## config.mk

```make
export PLATFORM = sky130hd
export DESIGN_NAME = rbsf_csr
export DESIGN_NICKNAME = d
export VERILOG_FILES = /design/src/design/assert_macros.svh /design/src/design/rbsf_pkg.sv /design/src/design/rbsf_csr.sv
export SDC_FILE = /design/constraint.sdc
export NUM_CORES = 1
export LEC_CHECK = 0
export BUFFER_PORTS_ARGS = -buffer_cell sky130_fd_sc_hd__buf_4
export CAP_MARGIN = 40
export CELL_PAD_IN_SITES_DETAIL_PLACEMENT = 1
export CELL_PAD_IN_SITES_GLOBAL_PLACEMENT = 1
export CORE_MARGIN = 2
export CORE_UTILIZATION = 42
export CTS_BUF_LIST = sky130_fd_sc_hd__clkbuf_4
export CTS_CLUSTER_SIZE = 20
export DETAILED_ROUTE_END_ITERATION = 16
export PLACE_DENSITY = 0.92
export SLEW_MARGIN = 20
export SYNTH_ARGS = -nofsm -noshare
export SYNTH_HDL_FRONTEND = slang
export SYNTH_SLANG_ARGS = --single-unit
```

## constraint.sdc

```tcl
create_clock -name clock -period 4.1 [get_ports clock]
set_clock_uncertainty 0.1 [all_clocks]
set_input_delay 0 -clock clock [delete_from_list [all_inputs] [get_ports clock]]
set_output_delay 0 -clock clock [all_outputs]
set_load 0.02 [all_outputs]
```

## src/design/assert_macros.svh

```systemverilog
// Assertion macros included by the top-level design file.
`ifndef ASSERT_MACROS_SVH
`define ASSERT_MACROS_SVH

// Same-cycle implication, disabled in reset.
`define RBSF_ASSERT_SAME(lbl, clk, rst, ante, cons, msg) \
   lbl: assert property (@(posedge clk) disable iff (rst) (ante) |-> (cons)) else $error(msg);

// Next-cycle implication, disabled in reset.
`define RBSF_ASSERT_NEXT(lbl, clk, rst, ante, cons, msg) \
   lbl: assert property (@(posedge clk) disable iff (rst) (ante) |=> (cons)) else $error(msg);

`endif

```

## src/design/rbsf_pkg.sv

```systemverilog
// Shared constants and types of the ROM bank slot cache directory.
package rbsf_pkg;

   localparam int MAX_BANKS = 512;
   localparam int MAX_SLOTS = 512;

   localparam int BANK_W = $clog2(MAX_BANKS);
   localparam int RING_W = $clog2(MAX_SLOTS);
   localparam int SLOT_W = 9;
   localparam int DIR_W  = 10;
   localparam int CFG_W  = 10;
   localparam int N_W    = $clog2(((MAX_BANKS > MAX_SLOTS) ? MAX_BANKS : MAX_SLOTS) + 1);

   localparam logic [DIR_W-1:0] NOT_RESIDENT = {DIR_W{1'b1}};

   // request kinds
   localparam logic [1:0] KIND_ACCESS = 2'd0;
   localparam logic [1:0] KIND_QUERY  = 2'd1;
   localparam logic [1:0] KIND_REINIT = 2'd2;

   // register indexes
   localparam logic CSR_BANK_COUNT = 1'b0;
   localparam logic CSR_RESIDENT   = 1'b1;

   localparam logic [CFG_W-1:0] BANK_COUNT_RESET = CFG_W'(2);
   localparam logic [CFG_W-1:0] RESIDENT_RESET   = CFG_W'(2);

   typedef struct packed {
      logic [BANK_W-1:0] bank_mask;   // effective bank count minus one
      logic [N_W-1:0]    resident_n;  // banks placed by reinitialize
   } cfg_type;

endpackage

```

## src/design/rbsf_csr.sv

```systemverilog
// Configuration registers and derived bank mask / resident count.
module rbsf_csr (
   input  logic                        clock,
   input  logic                        reset,
   input  logic                        csr_valid,
   output logic                        csr_ready,
   input  logic                        csr_index,
   input  logic [rbsf_pkg::CFG_W-1:0]  csr_wdata,
   output rbsf_pkg::cfg_type           cfg
);
   import rbsf_pkg::*;

   logic [CFG_W-1:0] bank_count_ff;
   logic [CFG_W-1:0] resident_ff;
   logic [CFG_W-1:0] eff_count;
   logic [CFG_W-1:0] eff_slots;
   logic [CFG_W-1:0] eff_n;

   assign csr_ready = 1'b1;

   always_ff @(posedge clock) begin
      if (reset) begin
         bank_count_ff <= BANK_COUNT_RESET;
         resident_ff   <= RESIDENT_RESET;
      end else if (csr_valid) begin
         unique case (csr_index)
            CSR_BANK_COUNT: bank_count_ff <= csr_wdata;
            CSR_RESIDENT:   resident_ff   <= csr_wdata;
            default: ;
         endcase
      end
   end

   always_comb begin
      eff_count = bank_count_ff;
      if (eff_count == '0) eff_count = CFG_W'(1);
      if (eff_count > CFG_W'(MAX_BANKS)) eff_count = CFG_W'(MAX_BANKS);
      eff_slots = resident_ff;
      if (eff_slots == '0) eff_slots = CFG_W'(1);
      if (eff_slots > CFG_W'(MAX_SLOTS)) eff_slots = CFG_W'(MAX_SLOTS);
      eff_n = (eff_count < eff_slots) ? eff_count : eff_slots;
   end

   // clamped values fit BANK_W / N_W bits
   assign cfg.bank_mask  = BANK_W'(eff_count - CFG_W'(1));
   assign cfg.resident_n = N_W'(eff_n);

endmodule

```

Word level (Yosys, flattened, before mapping) --
Cells that the tools add are included.
Cells by class: bitwise operators 1, reduce and logical (&&, ||, !) cells 4, order comparisons 3, add/sub/neg operators 1, multiplexer cells 5
Operators by type and width (number):
- $mux 10 | 5
- $gt 10x10->1 const B | 2
- $logic_not 10->1 | 2
- $lt 10x10->1 | 1
- $sub 9x1->9 const B | 1
- $reduce_and 2->1 | 2
- $not 1->1 | 1
Word-level totals: bits of input ports 14, output and inout port bits 20, bits in registers 20, logic and storage cells 16

Longest topological paths before layout --
Gate-level depths: netlist of run 1.
depth after elaboration 6, depth in mapped cells 11, mapped depth without buffers 9

Worst setup path after synthesis of run 1 --
Ideal clock, no wire load.
path type flip-flop to output port, from register bank_count_ff[9], to output port cfg[8] (netlist bit), cell stages (with the launch flop) 12, path slack 1334 ps, arrival time 2666 ps, required time 4000 ps, path through dfxtp_1 clkbuf_1 inv_1 buf_1 nand2_1 inv_1 ha_1 a211oi_1 o211ai_1 a221oi_2 o21a_4 mux2i_1
RTL lines:
- start: declaration | RTL line rbsf_csr.sv:13 | logic [CFG_W-1:0] bank_count_ff;
- start signal: assignment | RTL line rbsf_csr.sv:27 | CSR_BANK_COUNT: bank_count_ff <= csr_wdata;
- end: declaration | RTL line rbsf_csr.sv:9 | output rbsf_pkg::cfg_type cfg

==> out/qor.csv, run 1 <==
stage,metric,value,unit
status,status,"finished, final reports clean",
yosys,synth_simple_gate_area_frac,0.268,
die,start_util,0.448,
sta,setup_viol,0,
worst_setup_path,slowest_stage,a221oi_2,
worst_setup_path,crit_required,4.00,ns
final_layout,fill_cells,398,
sta,hold_viol,0,
worst_setup_path,timing.rr.end,resident_ff[1]$_SDFFE_PP1P_,
worst_setup_path,crit_path_end,cfg[4],
worst_setup_path,crit_type,flip-flop to output pin,
run,drv_cap,0,
clock_network,ctsHtreeMaxLevel,1,
drt,avgViaCountPerCell,5.43,
final_layout,syn2layout_area_growth,32.3,%
worst_setup_path,crit_buf_inv,3,
worst_setup_path,worstSetupEndpointType,output pin,
sta,tns,0,ns
worst_setup_path,worst_path_most_repeated_cell,inv_1,
drt,drtAntennaViolNets,0,
yosys,syn_area_per_cell,7.17,µm²
clock_network,cts_inserted_buffers,3,
placed_design,gp_congestion,0.893,
pwr,p_leak,0.798,nW
global_route,grt-ovfl-total,0,
pwr,pwr_density_cell,300,mW/mm²
global_route,grt.total_usage,0.277,
clock_network,clk_latency,0.30,ns
clock_network,cts.sinks,20,
clock_network,root_buffer,clkbuf_4,
worst_setup_path,critPathMaxFanout,12,
drt,drt_wl_total,4.83,mm
yosys,synth_compound_area_frac,0.237,
worst_setup_path,cp_top_family,compound AO/OA/AOI/OAI gates,
yosys,syn-cell-area,0.00139,mm²
yosys,synth-adder-area-share,0.0900,
sta,rsz0062_at_grt,no,
sta,fmax,312,MHz
placed_design,hpwl,3.51,mm
global_route,grt_max_degree,21,
die,top_level_ports,34,
yosys,yosys.area.top_type_share,0.288,
placed_design,port_buffers,32,
pwr,peakVddDrop,0.000192,V
yosys,synth_xor_area_frac,0.0126,
die,dieWidth,61.5,µm
placed_design,dp_cells,260,
yosys,ys_seq_elements,20,
sta,worst_pin_slew,0.793,ns
yosys,synth.area.top_cells,"dfxtp_1 (29%), nand2_1 (17%), ha_1 (9.0%)",
final_layout,antenna_cells,0,
yosys,synth_cell_type_count,38,
drt,route.detailed.drc,0,
min_path,min_path_type,primary input to flip-flop,
sta,period_share,0.783,
final_layout,drive_above_1_share,0.173,
worst_setup_path,reg2reg_slack,2.87,ns
yosys,yosys.area.top_type,dfxtp_1,
yosys,syn_inst,194,
drt,vias,1527,
sta,period_needed,3.21,ns
yosys,synth_top_family_by_area,simple AND/OR/NAND/NOR gates,
yosys,synth_ff_type,dfxtp_1,
global_route,first_global_vias,1589,
worst_setup_path,cp_num_cells,10,
clock_network,clock_path_buffers,2,
yosys,synth_nets,218,
drt,drt-wirelength-per-cell,17.2,µm
yosys,synthMuxAreaShare,0.0360,
yosys,synth-async-reset-ratio,0,
final_layout,fin_nets,262,
yosys,yosys_warnings,0,
worst_setup_path,arrival,3.11,ns
final_layout,layoutNonFillerInstCount,281,
global_route,grt_pass1_wl,7.50,mm
die,core,0.00310,mm²
yosys,ys_seq_area_frac,0.288,
worst_setup_path,rr_worst_depth,3,
min_path,hp-start,csr_index,
die,die_h,61.5,µm
clock_network,cts_resized,0,
clock_network,clkTransAtPathRegs,0.11,ns
drt,drtIter0Drc,53,
drt,drtPass1Iterations,4,
global_route,antenna_found_initial,0,
worst_setup_path,timing.rr.start,resident_ff[1]$_SDFFE_PP1P_,
sta,maxSlewViolCount,0,
worst_setup_path,start_kind,flip-flop,
die,die_area,0.00379,mm²
worst_setup_path,worstSetupStartpoint,bank_count_ff[9]$_SDFFE_PP0P_,
sta,timing.slew.headroom,0.466,
pwr,p_total,0.553,mW
worst_setup_path,critPathMaxStageDelay,0.53,ns
clock_network,cts_tree,built,
die,rows,20,
worst_setup_path,crit_chain,inv_1 -> nand2_1 -> inv_1 -> ha_1 -> a211oi_1 -> o211ai_1 -> a221oi_2 -> o211ai_2 -> o22ai_1 -> buf_4,
yosys,synth_edf_count,0,
metrics by stage:
step	setup WS (ns)	instance area, µm²	hold slack (ns)	util
4_1_cts	0.904	1840	0.00512	0.593
3_5_place_dp	1.26	1640	0.150	0.529
5_1_grt	0.644	1840	0.0250	0.593
2_1_floorplan	1.33	1390	0.0212	-
6_report	0.891	1840	0.0158	0.593
3_3_place_gp	1.47	1640	0.140	0.529
placed cells by master (no fill, tap or decap), types with 3 or more instances in the layout:
master         synthesis  routed
buf_4                  1      32
dlygate4sd3_1          0      17
nand2_1               63      63
inv_1                 12      12
nor2_1                 6       6
or4_1                  3       3
dfxtp_1               20      20
nor4_1                 3       3
o22ai_1                4       4
nor3_1                 3       3
mux2i_1                5       5
o21ai_0                6       6
ha_1                  10      10
a21oi_1               23      23
clkbuf_4               0       3
final cells by class:
cell class / count / area [µm²] / share of cell area
clock buffers: 3 / 22.5 / 0.0122
multi-input cells: 151 / 898 / 0.488
clock inverters: 1 / 3.75 / 0.00204
inverters: 13 / 48.8 / 0.0265
repair buffers: 49 / 410 / 0.223
well taps: 44 / 55.1 / 0.0299
flip-flops and latches: 20 / 400 / 0.218
cell families after synthesis:
logic type                 after synthesis
xor gates and xnor gates                 2
DFF                                     20
AOI/OAI and AO/OA                       46
buffers and inverters                   23
other                                    1
and+or+nand+nor                         87
adders and majority gates               10
muxes                                    5
worst reg2reg max path, cell delays in order, from the launching register on:
cell and delay, ns:
dfxtp_1 0.35, nand2_1 0.07, nand3b_1 0.07, dlygate4sd3_1 0.54
Yosys cell counts, types with 2 or more instances:
master	instances
nand2_1	63
a21oi_1	23
dfxtp_1	20
inv_1	12
ha_1	10
clkbuf_1	7
nor2_1	6
o21ai_0	6
mux2i_1	5
o22ai_1	4
nor3_1	3
nor4_1	3
or4_1	3
nand2b_1	2
nand3b_1	2
o211ai_1	2
xnor2_1	2
routing by layer:
metal  up-vias  routed length, µm  track usage
met5         -                  0            0
met4         0                 85       0.0973
met3        12                159       0.0273
met2        51               2600        0.547
met1       717               1990        0.300
li1        747                  -            -
flip-flops by register name (all words and copies together), names as in the netlist:
register and cells:
resident_ff 10, bank_count_ff 10
power breakdown:
| group | leakage, nW | switching [mW] | internal (mW) |
|---|---|---|---|
| sequential | 0.164 | 0.0122 | 0.204 |
| clock | 0.0154 | 0.0587 | 0.0356 |
| combinational | 0.619 | 0.139 | 0.104 |
how the worst min path moves through the flow:
stage,end,slack (ns),cells after the start
6_report,bank_count_ff[3]$_SDFFE_PP0P_,0.02,4
3_3_place_gp,resident_ff[1]$_SDFFE_PP1P_,0.14,3
4_1_cts,bank_count_ff[9]$_SDFFE_PP0P_,0.005,4
2_1_floorplan,bank_count_ff[1]$_SDFFE_PP1P_,0.02,2
3_5_place_dp,resident_ff[1]$_SDFFE_PP1P_,0.15,3
5_1_grt,bank_count_ff[3]$_SDFFE_PP0P_,0.03,4
timing repair:
action,4_1_cts,5_1_grt
buffers inserted,0,0
hold buffers,17,0
endpoints found under the hold margin,20,0
Power figures use the tool's default switching activity.
==> inputs of run 2 (changes only) <==
--- a/config.mk
+++ b/config.mk
@@ -5,16 +5,17 @@
 export SDC_FILE = /design/constraint.sdc
 export NUM_CORES = 1
 export LEC_CHECK = 0
+export ABC_AREA = 1
 export BUFFER_PORTS_ARGS = -buffer_cell sky130_fd_sc_hd__buf_4
 export CAP_MARGIN = 40
 export CELL_PAD_IN_SITES_DETAIL_PLACEMENT = 1
 export CELL_PAD_IN_SITES_GLOBAL_PLACEMENT = 1
 export CORE_MARGIN = 2
-export CORE_UTILIZATION = 42
+export CORE_UTILIZATION = 38
 export CTS_BUF_LIST = sky130_fd_sc_hd__clkbuf_4
 export CTS_CLUSTER_SIZE = 20
 export DETAILED_ROUTE_END_ITERATION = 16
-export PLACE_DENSITY = 0.92
+export PLACE_DENSITY = 0.87
 export SLEW_MARGIN = 20
 export SYNTH_ARGS = -nofsm -noshare
 export SYNTH_HDL_FRONTEND = slang
==> constraint.sdc (replaced) <==
create_clock -name clock -period 3.07 [get_ports clock]
set_clock_uncertainty 0.1 [all_clocks]
set_input_delay 0 -clock clock [delete_from_list [all_inputs] [get_ports clock]]
set_output_delay 0 -clock clock [all_outputs]
set_load 0.02 [all_outputs]
==> run 2 against run 1 <==
First-iteration DRC count is the same; critical endpoint is now cfg[0]; synthesized area grew 4.5%; utilization shrank 7.9 points; die area grew 14%; synthesized cell count grew 21%; power grew 43%; combinational power grew 55%.
==> out/qor.csv, run 2 <==
stage,metric,value,unit,change
status,status,"finished, final reports clean",,unchanged
yosys,synth_top_family_by_area,simple AND/OR/NAND/NOR gates,,unchanged
sta,period_needed,2.83,ns,
final_layout,fin_nets,302,,was 262
final_layout,syn2layout_area_growth,29.5,%,was 32.3%
clock_network,root_buffer,clkbuf_4,,unchanged
die,dieWidth,65.8,µm,was 61.5 µm
worst_setup_path,start_kind,flip-flop,,unchanged
global_route,grt_pass1_wl,7.08,mm,was 7.50 mm
global_route,antenna_found_initial,0,,unchanged
worst_setup_path,crit_type,flip-flop to output pin,,unchanged
die,die_area,0.00433,mm²,was 0.00379 mm²
worst_setup_path,arrival,2.73,ns,was 3.11 ns
sta,period_share,0.920,,
sta,fmax,354,MHz,
worst_setup_path,worstSetupEndpointType,output pin,,unchanged
clock_network,clk_latency,0.30,ns,about the same
worst_setup_path,worst_path_most_repeated_cell,nand2_1,,was inv_1
sta,tns,0,ns,unchanged
yosys,syn_area_per_cell,6.18,µm²,was 7.17 µm²
yosys,synth-adder-area-share,0.0861,,was 0.0900
min_path,min_path_type,primary input to flip-flop,,unchanged
clock_network,cts_inserted_buffers,3,,unchanged
clock_network,cts.sinks,20,,unchanged
worst_setup_path,critPathMaxFanout,10,,was 12
worst_setup_path,worstSetupStartpoint,bank_count_ff[5]$_SDFFE_PP0P_,,was bank_count_ff[9]$_SDFFE_PP0P_
yosys,synth_common_cells,"nand2_1 (55), nor2_1 (38), inv_1 (32)",,"was nand2_1 (63), a21oi_1 (23), dfxtp_1 (20)"
run,drv_cap,0,,unchanged
final_layout,drive_above_1_share,0.181,,was 0.173
worst_setup_path,slowest_stage,dfxtp_1,,was a221oi_2
drt,drtPass1Iterations,4,,unchanged
global_route,grt_max_degree,21,,unchanged
yosys,synth_compound_area_frac,0.138,,was 0.237
global_route,grt-ovfl-total,0,,unchanged
worst_setup_path,critPathMaxStageDelay,0.37,ns,was 0.53 ns
final_layout,reg_top3,"bank_count_ff x10, resident_ff x10",,unchanged
final_layout,final_cell_mix,"nand2_1 (52), nor2_1 (37), buf_4 (35), inv_1 (31), nand3_1 (21)",,"was nand2_1 (63), buf_4 (32), a21oi_1 (23), dfxtp_1 (20), dlygate4sd3_1 (17)"
sta,maxSlewViolCount,0,,unchanged
yosys,syn-cell-area,0.00145,mm²,was 0.00139 mm²
placed_design,hpwl,3.34,mm,was 3.51 mm
yosys,ys_seq_area_frac,0.276,,was 0.288
sta,rsz0062_at_grt,no,,unchanged
drt,drtIter0Drc,53,,unchanged
clock_network,clkTransAtPathRegs,0.10,ns,was 0.11 ns
placed_design,gp_congestion,0.817,,was 0.893
yosys,syn_inst,235,,was 194
drt,drt_wl_total,4.28,mm,was 4.83 mm
die,top_level_ports,34,,unchanged
final_layout,antenna_cells,0,,unchanged
yosys,synth-async-reset-ratio,0,,unchanged
die,die_h,65.8,µm,was 61.5 µm
yosys,synth.area.top_cells,"dfxtp_1 (28%), nand2_1 (14%), nor2_1 (9.8%)",,"was dfxtp_1 (29%), nand2_1 (17%), ha_1 (9.0%)"
drt,vias,1576,,was 1527
drt,avgViaCountPerCell,4.86,,was 5.43
drt,drt-wirelength-per-cell,13.2,µm,was 17.2 µm
die,rows,22,,was 20
die,core,0.00366,mm²,was 0.00310 mm²
worst_setup_path,crit_chain,nor2_1 -> nand3_1 -> o21ai_4 -> nand2_1 -> inv_1 -> ha_1 -> a21oi_1 -> o21ai_0 -> a21oi_1 -> buf_4 -> nand2_4 -> nand2_1 -> nand2_1 -> buf_4,,was inv_1 -> nand2_1 -> inv_1 -> ha_1 -> a211oi_1 -> o211ai_1 -> a221oi_2 -> o211ai_2 -> o22ai_1 -> buf_4
yosys,yosys.area.top_type_share,0.276,,was 0.288
pwr,peakVddDrop,0.000280,V,was 0.000192 V
pwr,p_leak,1.02,nW,was 0.798 nW
final_layout,mostFrequentLayoutCell,nand2_1,,unchanged
clock_network,cts_tree,built,,unchanged
sta,setup_viol,0,,unchanged
die,start_util,0.397,,was 0.448
yosys,synthMuxAreaShare,0,,was 0.0360
drt,drtAntennaViolNets,0,,unchanged
clock_network,ctsHtreeMaxLevel,1,,unchanged
yosys,synth_ff_type,dfxtp_1,,unchanged
final_layout,post-route-util,0.514,,was 0.593
yosys,ys_seq_elements,20,,unchanged
yosys,synth_edf_count,0,,unchanged
clock_network,clock_path_buffers,2,,unchanged
yosys,synth_nets,259,,was 218
yosys,synth_cell_type_count,20,,was 38
placed_design,port_buffers,32,,unchanged
sta,hold_viol,0,,unchanged
yosys,yosys_warnings,0,,unchanged
yosys,yosys.area.top_type,dfxtp_1,,unchanged
yosys,synth_xor_area_frac,0.0422,,was 0.0126
pwr,pwr_density_cell,421,mW/mm²,was 300 mW/mm²
global_route,first_global_vias,1505,,was 1589
yosys,yosysMostFrequentCell,nand2_1,,unchanged
min_path,hp-start,csr_valid,,was csr_index
drt,route.detailed.drc,0,,unchanged
global_route,grt.total_usage,0.212,,was 0.277
worst_setup_path,crit_required,2.97,ns,was 4.00 ns
worst_setup_path,timing.rr.start,bank_count_ff[9]$_SDFFE_PP0P_,,was resident_ff[1]$_SDFFE_PP1P_
yosys,synth_simple_gate_area_frac,0.339,,was 0.268
[run 2: routing by layer]
metal / vias up / global-route usage / wire, µm
met5: - / 0 / 0
met4: 0 / 0.0625 / 68
met1: 717 / 0.259 / 1920
met3: 7 / 0.0170 / 125
li1: 820 / - / -
met2: 32 / 0.393 / 2170
[run 2: repair_timing]
action	in CTS	in global routing
resized for setup	0	6
setup buffers	0	1
endpoints found under the hold margin	20	0
endpoints found under the setup margin	0	10
hold buffers	11	0
[run 2: logic make-up after synthesis]
logic type | Yosys count
other cells | 1
buf+inv | 42
xor+xnor | 7
flops | 20
simple gates | 120
fa+ha+maj | 10
compound gates | 35
[run 2: cell type report]
| type | instances | area [µm²] |
|---|---|---|
| Tap cell | 48 | 60.1 |
| Timing Repair Buffer | 46 | 373 |
| Multi-Input combinational cell | 173 | 898 |
| Clock buffer | 3 | 22.5 |
| Sequential cell | 20 | 400 |
| Fill cell | 525 | 1780 |
| Inverter | 34 | 128 |
[run 2: report_power, final]
part / switching [mW] / internal, mW / total [mW]
sequential: 0.0166 / 0.277 / 0.294
clock: 0.0772 / 0.0458 / 0.123
combinational: 0.223 / 0.153 / 0.376
[run 2: path summary, 6_finish.rpt]
kind	to	slack (ns)	cells after the start
worst max register to register	bank_count_ff[9]$_SDFFE_PP0P_	2.12	2
worst min-delay path	bank_count_ff[1]$_SDFFE_PP1P_	0.008	5
worst min register to register	bank_count_ff[8]$_SDFFE_PP0P_	0.39	2
worst max-delay path	cfg[0]	0.24	14
[run 2: worst max-delay path: cells and delay by family, from the launching register on]
family | cells | cell delay, ns
AOI/OAI and AO/OA | 4 | 0.68
and+or+nand+nor | 6 | 0.63
buffers and inverters | 3 | 0.47
DFF | 1 | 0.37
adders and majority gates | 1 | 0.26
[run 2: stage by stage]
step                power [mW]  instance area, µm²  std cells  hold WS, ns  setup WS [ns]
floorplan                0.526                1450        235       0.0132          0.763
global placement         0.645                1730        309        0.124          0.573
detailed placement       0.654                1730        309        0.132          0.502
CTS                      0.784                1860        323       0.0114          0.161
global route             0.846                1880        324       0.0569        0.00313
finish                   0.792                1880        324      0.00777          0.244
